### config.mk
export PLATFORM = sky130hd
export DESIGN_NAME = prime_filter_copy
export DESIGN_NICKNAME = d
export VERILOG_FILES = /design/src/pf_pkg.sv /design/src/prime_filter_copy.sv /design/src/pf_rem_unit.sv /design/src/pf_copy_counter.sv
export SDC_FILE = /design/constraint.sdc
export NUM_CORES = 1
export LEC_CHECK = 0
export BUFFER_PORTS_ARGS = -buffer_cell sky130_fd_sc_hd__buf_4
export CAP_MARGIN = 20
export CORE_MARGIN = 3
export CORE_UTILIZATION = 60
export CTS_CLUSTER_SIZE = 14
export DETAILED_ROUTE_END_ITERATION = 16
export PLACE_DENSITY = 0.8
export SETUP_SLACK_MARGIN = 0.15
export SLEW_MARGIN = 40
export SYNTH_ARGS = -nofsm -noshare
export SYNTH_HDL_FRONTEND = slang
export SYNTH_SLANG_ARGS = --single-unit
### constraint.sdc
create_clock -name clk -period 3.7 [get_ports clk]
set_clock_uncertainty 0.05 [all_clocks]
set_input_delay 0 -clock clk [delete_from_list [all_inputs] [get_ports clk]]
set_output_delay 0 -clock clk [all_outputs]
set_load 0.1 [all_outputs]
### src/pf_pkg.sv
`timescale 1ns / 1ps
`default_nettype none
// shared widths, constants and control structs for the prime filter
// no dependencies

package pf_pkg;

	localparam int VALUE_W     = 15;  // width of a tested value
	localparam int SLOT_W      = 7;   // width of a destination slot
	localparam int DIV_W       = 8;   // trial divisors stay below 2^8 (square bound)
	localparam int SQ_W        = 16;  // square of a divisor, one past the value range
	localparam int STEP_W      = $clog2(VALUE_W);
	localparam int MAX_LEN_DEF = 128;

	localparam logic [DIV_W-1:0] FIRST_DIV = DIV_W'(2);
	localparam logic [SQ_W-1:0]  FIRST_SQ  = SQ_W'(4);

	// status of the serial remainder unit
	typedef struct packed {
		logic done;  // one-cycle pulse, remainder final
		logic zero;  // remainder is zero
	} rem_status_t;

	// requests to the copy counter
	typedef struct packed {
		logic inc;
		logic clr;
	} cnt_ctl_t;

	typedef enum logic [3:0] {
		ST_IDLE   = 4'b0001,
		ST_CHECK  = 4'b0010,
		ST_DIV    = 4'b0100,
		ST_FINISH = 4'b1000
	} pf_state_t;

endpackage

`default_nettype wire

### src/prime_filter_copy.sv
`timescale 1ns / 1ps
`default_nettype none
// top level of the prime filter: sequencer, trial divisor stepping, output register
// depends on pf_pkg, pf_rem_unit, pf_copy_counter
//
//  channel | valid / stall         | fields
//  --------+-----------------------+---------------------------------
//  in      | in_valid / in_stall   | value, last (request in)
//  out     | out_valid / out_stall | prime_value, slot (request out)
//
// one request at a time; each trial divisor passes a check state, the
// bit-serial remainder unit and a step that takes its status, and
// divisors run from 2 while d*d <= value and d <= value/2: values below 2
// skip the search, even values from 4 stop at the first divisor, and primes
// near 32767 try the most divisors. the remainder unit sets the cost per divisor.
// reset clears the sequencer, the copy count and the output valid.
// a result held by out_stall does not block the next input request; only
// a new prime that finds the output register still full waits for it.

module prime_filter_copy #(
	parameter int MAX_LEN = pf_pkg::MAX_LEN_DEF
) (
	input  wire logic                        clk,
	input  wire logic                        arst_n,
	input  wire logic                        in_valid,
	output logic                             in_stall,
	input  wire logic [pf_pkg::VALUE_W-1:0]  value,
	input  wire logic                        last,
	output logic                             out_valid,
	input  wire logic                        out_stall,
	output logic [pf_pkg::VALUE_W-1:0]       prime_value,
	output logic [pf_pkg::SLOT_W-1:0]        slot
);
	import pf_pkg::*;

	pf_state_t          state_q;
	logic [VALUE_W-1:0] value_q;
	logic               last_q;
	logic               prime_q;
	logic [DIV_W-1:0]   div_q;
	logic [SQ_W-1:0]    sq_q;
	logic               out_valid_q;
	logic [VALUE_W-1:0] prime_value_q;
	logic [SLOT_W-1:0]  slot_q;

	logic               accept;
	logic               rem_start;
	rem_status_t        rem_status;
	cnt_ctl_t           cnt_ctl;
	logic [SLOT_W-1:0]  cnt_slot;
	logic               cnt_full;
	logic               out_free;
	logic               search_over;
	logic               emit;

	assign accept   = in_valid && !in_stall;
	assign in_stall = (state_q != ST_IDLE);
	assign out_free = !out_valid_q || !out_stall;

	// no divisor left: past half the value, or square beyond the value
	assign search_over = ({{(VALUE_W-1-DIV_W){1'b0}}, div_q} > value_q[VALUE_W-1:1])
		|| (sq_q > {{(SQ_W-VALUE_W){1'b0}}, value_q});

	assign rem_start = (state_q == ST_CHECK) && !search_over;

	// a prime with room goes out once the output register can take it
	assign emit = (state_q == ST_FINISH) && prime_q && !cnt_full && out_free;

	assign cnt_ctl.inc = emit;
	assign cnt_ctl.clr = (state_q == ST_FINISH) && last_q
		&& (!prime_q || cnt_full || out_free);

	pf_rem_unit u_rem (
		.clk      (clk),
		.arst_n   (arst_n),
		.start    (rem_start),
		.dividend (value_q),
		.divisor  (div_q),
		.status   (rem_status)
	);

	pf_copy_counter #(
		.MAX_LEN (MAX_LEN)
	) u_count (
		.clk    (clk),
		.arst_n (arst_n),
		.ctl    (cnt_ctl),
		.slot   (cnt_slot),
		.full   (cnt_full)
	);

	always_ff @(posedge clk or negedge arst_n) begin
		if (!arst_n) begin
			state_q <= ST_IDLE;
		end else begin
			case (state_q)
				ST_IDLE: begin
					if (accept) begin
						// values below two are never prime
						state_q <= (value < VALUE_W'(2)) ? ST_FINISH : ST_CHECK;
					end
				end
				ST_CHECK: begin
					state_q <= search_over ? ST_FINISH : ST_DIV;
				end
				ST_DIV: begin
					if (rem_status.done) begin
						state_q <= rem_status.zero ? ST_FINISH : ST_CHECK;
					end
				end
				ST_FINISH: begin
					if (!prime_q || cnt_full || out_free) begin
						state_q <= ST_IDLE;
					end
				end
				default: begin
					state_q <= ST_IDLE;
				end
			endcase
		end
	end

	// per-request working registers
	always_ff @(posedge clk) begin
		if (accept) begin
			value_q <= value;
			last_q  <= last;
			prime_q <= 1'b0;
			div_q   <= FIRST_DIV;
			sq_q    <= FIRST_SQ;
		end else if (state_q == ST_CHECK && search_over) begin
			prime_q <= 1'b1;
		end else if (state_q == ST_DIV && rem_status.done && !rem_status.zero) begin
			// (d+1)^2 = d^2 + 2d + 1
			div_q <= div_q + DIV_W'(1);
			sq_q  <= sq_q + {{(SQ_W-DIV_W-1){1'b0}}, div_q, 1'b1};
		end
	end

	// output register
	always_ff @(posedge clk or negedge arst_n) begin
		if (!arst_n) begin
			out_valid_q <= 1'b0;
		end else if (emit) begin
			out_valid_q <= 1'b1;
		end else if (!out_stall) begin
			out_valid_q <= 1'b0;
		end
	end

	always_ff @(posedge clk) begin
		if (emit) begin
			prime_value_q <= value_q;
			slot_q        <= cnt_slot;
		end
	end

	assign out_valid   = out_valid_q;
	assign prime_value = prime_value_q;
	assign slot        = slot_q;

endmodule

`default_nettype wire

### src/pf_rem_unit.sv
`timescale 1ns / 1ps
`default_nettype none
// bit-serial remainder unit: one dividend bit per cycle, restoring step
// depends on pf_pkg

module pf_rem_unit (
	input  wire logic                        clk,
	input  wire logic                        arst_n,
	input  wire logic                        start,
	input  wire logic [pf_pkg::VALUE_W-1:0]  dividend,
	input  wire logic [pf_pkg::DIV_W-1:0]    divisor,
	output pf_pkg::rem_status_t              status
);
	import pf_pkg::*;

	logic [VALUE_W-1:0] shift_q;
	logic [DIV_W-1:0]   div_q;
	logic [DIV_W-1:0]   r_q;
	logic [STEP_W-1:0]  cnt_q;
	logic               busy_q;
	logic               done_q;
	logic [DIV_W:0]     trial;
	logic [DIV_W:0]     r_next;

	// shift in next dividend bit, subtract divisor when it fits
	always_comb begin
		trial  = {r_q, shift_q[VALUE_W-1]};
		r_next = trial;
		if (trial >= {1'b0, div_q}) begin
			r_next = trial - {1'b0, div_q};
		end
	end

	always_ff @(posedge clk or negedge arst_n) begin
		if (!arst_n) begin
			busy_q <= 1'b0;
			done_q <= 1'b0;
			cnt_q  <= '0;
		end else begin
			done_q <= 1'b0;
			if (start) begin
				busy_q <= 1'b1;
				cnt_q  <= '0;
			end else if (busy_q) begin
				cnt_q <= cnt_q + STEP_W'(1);
				if (cnt_q == STEP_W'(VALUE_W - 1)) begin
					busy_q <= 1'b0;
					done_q <= 1'b1;
				end
			end
		end
	end

	always_ff @(posedge clk) begin
		if (start) begin
			shift_q <= dividend;
			div_q   <= divisor;
			r_q     <= '0;
		end else if (busy_q) begin
			shift_q <= {shift_q[VALUE_W-2:0], 1'b0};
			r_q     <= r_next[DIV_W-1:0];
		end
	end

	assign status.done = done_q;
	assign status.zero = (r_q == '0);

endmodule

`default_nettype wire

### src/pf_copy_counter.sv
`timescale 1ns / 1ps
`default_nettype none
// saturating copy counter giving the destination slot
// depends on pf_pkg

module pf_copy_counter #(
	parameter int MAX_LEN = pf_pkg::MAX_LEN_DEF
) (
	input  wire logic                       clk,
	input  wire logic                       arst_n,
	input  wire pf_pkg::cnt_ctl_t           ctl,
	output logic [pf_pkg::SLOT_W-1:0]       slot,
	output logic                            full
);
	import pf_pkg::*;

	localparam int CNT_W = $clog2(MAX_LEN + 1);

	logic [CNT_W-1:0]        count_q;
	logic [SLOT_W+CNT_W-1:0] count_ext;

	always_ff @(posedge clk or negedge arst_n) begin
		if (!arst_n) begin
			count_q <= '0;
		end else if (ctl.clr) begin
			count_q <= '0;
		end else if (ctl.inc && !full) begin
			count_q <= count_q + CNT_W'(1);
		end
	end

	// low slot bits of the count, zero padded when the count is narrow
	assign count_ext = {{SLOT_W{1'b0}}, count_q};
	assign slot      = count_ext[SLOT_W-1:0];
	assign full      = (count_q == CNT_W'(MAX_LEN));

endmodule

`default_nettype wire
==> impl_metrics.json <==
{
  "path_delay_family": "simple AND/OR/NAND/NOR gates",
  "min_period_over_period_pct": 82.9,
  "slew_violations": 0,
  "irDropWorstVdd_uv": 382,
  "gp_congestion": 0.856,
  "final_common_cell": "edfxtp_1",
  "r2r.worst_path.cells": 9,
  "p_clk_share_pct": 34.3,
  "synth_area_um2": 5700,
  "cts_buffer_depth": 2,
  "grt_busiest_layer": "met2",
  "slowest_stage": "edfxtp_1",
  "tritoncts": "done",
  "dpl.hpwl_um": 8460,
  "path_common_cell": "nand4_1",
  "clkLatencyLatePin_ns": 0.52,
  "synth_seq_area_share_pct": 52.1,
  "synth_edf_count": 61,
  "p_per_area_nw_per_um2": 692,
  "path_buf_inv": 2,
  "syn_to_final_growth_pct": 22.6,
  "p_int_uw": 3250,
  "sw_frac_of_total_pct": 32.8,
  "crit_path_start": "value_q[10]$_DFFE_PP_",
  "use_met2_pct": 47.7,
  "slowest_delay_ns": 0.43,
  "drive_above_1_share_pct": 16.4,
  "final_cell_mix": "edfxtp_1 (61), nor2_1 (50), buf_4 (48)",
  "num_vias": 4283,
  "cts-root-buf": "clkbuf_8",
  "cp-start-kind": "register",
  "cts_setup_buffers": 0,
  "synthCells": 505,
  "pwr-share-seq_pct": 38.7,
  "max_freq_mhz": 326,
  "setup-violations-final": 0,
  "min_period_ns": 3.07,
  "htreeDepth": 4,
  "core_area_um2": 8980,
  "portBuffers": 43,
  "antenna_found_initial": 0,
  "worst_ep_arrival_time_ns": 3.28,
  "hold_viol": 0,
  "nets": 650,
  "hp-start": "last",
  "finalHoldWorstSlack_ns": 0.154,
  "crit_path_end_kind": "register",
  "drc": 0,
  "worst_slew_pin_slew_ns": 0.748,
  "use_met1_pct": 31.3,
  "initial_core_util_pct": 63.5,
  "leakage_uw": 0.00299,
  "cts_buffers": 17,
  "drt_iter0_drc": 202,
  "dieArea_um2": 10700,
  "die_h_um": 103,
  "status": "finished clean",
  "cp_max_fo": 10,
  "grt_pass1_vias": 4430,
  "synthArstFlopShare_pct": 16.8,
  "synth_top_area_cell": "edfxtp_1",
  "ant_nets": 0,
  "cap_violations": 0,
  "r2r_start": "value_q[10]$_DFFE_PP_",
  "criticalPathCategory": "register to register",
  "synthFlopType": "edfxtp_1",
  "rsz0062_at_grt": "false",
  "path_depth": 9,
  "clkTransAtPathRegs_ns": 0.06,
  "postRouteWirelength_um": 13500,
  "rows": 34,
  "ios": 44,
  "pwr-share-comb_pct": 27.0,
  "yosysWarnings": 0,
  "diodes": 0,
  "worstPathRequired_ns": 3.92,
  "p_switching_uw": 1590,
  "first_pass_iters": 5,
  "vias_per_cell": 5.92,
  "grt_overflow_total": 0,
  "met3_usage_pct": 6.10,
  "syn_nets": 571,
  "tns_ns": 0,
  "cts_sinks": 113,
  "gr-usage-all-layers_pct": 27.0,
  "hp-class": "primary input to register",
  "yosys-top-cells-area": "edfxtp_1 (32%), dfxtp_1 (12%), ha_1 (9.7%)",
  "syn_avg_cell_area_um2": 11.3,
  "avgRoutedWirePerCell_um": 18.6,
  "grt_max_degree": 25,
  "grt_pass1_wl_um": 21800,
  "min_path_cells": 2,
  "synth_seq_cells": 113,
  "timing.slew.headroom_pct": 50.1,
  "synth.top_cell.area_share_pct": 32.1,
  "yosys.cell_types.count": 62,
  "crit_chain": "inv_1 > ha_1 > nand4_1 > nor4_1 > nand4_1 > o31a_1 > nor3_4 > buf_4 > mux2_1",
  "die_x_um": 103
}
[timing repair]
action / in CTS / in global routing
hold buffers: 21 / 0
gates resized for setup: 0 / 0
endpoints found under the hold margin: 41 / 0
[per-stage QoR]
step                utilization [%]  std cells  total power, uW  instance area [um2]  setup WS, ns
global route                   77.8        723             5080                 6990         0.517
finish                         77.8        723             4840                 6990         0.633
detailed placement             68.9        670             3130                 6180         0.790
CTS                            77.9        723             4810                 6990         0.734
floorplan                         -        505             2810                 5700         0.748
global placement               68.9        670             3050                 6180         0.953
[flip-flops by register name (all words and copies together), names as in the netlist]
| name | cells |
|---|---|
| value_q | 15 |
| u_rem.div_q | 8 |
| prime_q | 1 |
| div_q | 8 |
| sq_q | 16 |
| prime_value | 15 |
| state_q | 4 |
| u_rem.done_q | 1 |
| u_rem.r_q | 8 |
| out_valid | 1 |
| u_count.count_q | 8 |
| u_rem.cnt_q | 4 |
| slot | 7 |
| last_q | 1 |
| u_rem.shift_q | 15 |
| u_rem.busy_q | 1 |
[cells by family after synthesis]
family / after synthesis / share of synthesized area, %
xor gates and xnor gates: 29 / 4.46
and+or+nand+nor: 152 / 14.1
buffers and inverters: 47 / 3.21
adders and majority gates: 46 / 10.4
DFF: 113 / 52.1
muxes: 24 / 4.52
AOI/OAI and AO/OA: 94 / 11.3
[layout make-up]
cell class | count | area [um2]
sequential | 113 | 2970
multi-input combinational | 345 | 2550
fill | 559 | 1990
timing repair buffer | 69 | 566
clock buffer | 17 | 414
clock inverter | 15 | 184
tap | 126 | 158
inverter | 38 | 143
[metal layers]
metal  up-vias  share of wire, %
met5         -                 0
met4         0               3.0
met3        37               4.7
met2       145                52
met1      2088                40
li1       2013                 -
[Yosys cell counts, drive strengths merged (3+ instances only)]
cell and instances:
buf 5, nand3 11, o31a 5, and2 5, or2 5, a21oi 25
mux2 14, edfxtp 61, nand2 26, nand4 13, nor3 7, and3 3
dfrtp 18, nor4 5, a211oi 10, o211ai 5, and4 3, ha 44
mux2i 10, a21o 10, clkbuf 4, nor4b 4, o21a 7, nor2b 5
xnor2 9, dfxtp 33, or4b 3, or3 6, nor2 50, o21ai 14
a31oi 4, inv 38, xor2 20
[final timing paths]
check / to / slack [ns]
worst max-delay path: u_rem.shift_q[13]$_DFFE_PP_ / 0.63
worst min-delay path: last_q$_DFFE_PP_ / 0.15
worst max register to register: u_rem.shift_q[13]$_DFFE_PP_ / 0.63
worst min register to register: slot[1]$_DFFE_PP_ / 0.43
max in group asynchronous: u_count.count_q[3]$_DFFE_PN0P_ / 2.75
min in group asynchronous: state_q[0]$_DFFE_PN1P_ / 0.46
[power groups by stage]
stage | clock network, uW | registers [uW] | logic [uW]
3_5_place_dp | 0 | 1870 | 1260
3_3_place_gp | 0 | 1870 | 1190
5_1_grt | 1730 | 1900 | 1450
2_1_floorplan | 0 | 1780 | 1020
4_1_cts | 1660 | 1860 | 1290
6_report | 1660 | 1870 | 1310
No activity file was read; power rests on OpenSTA's default activity.
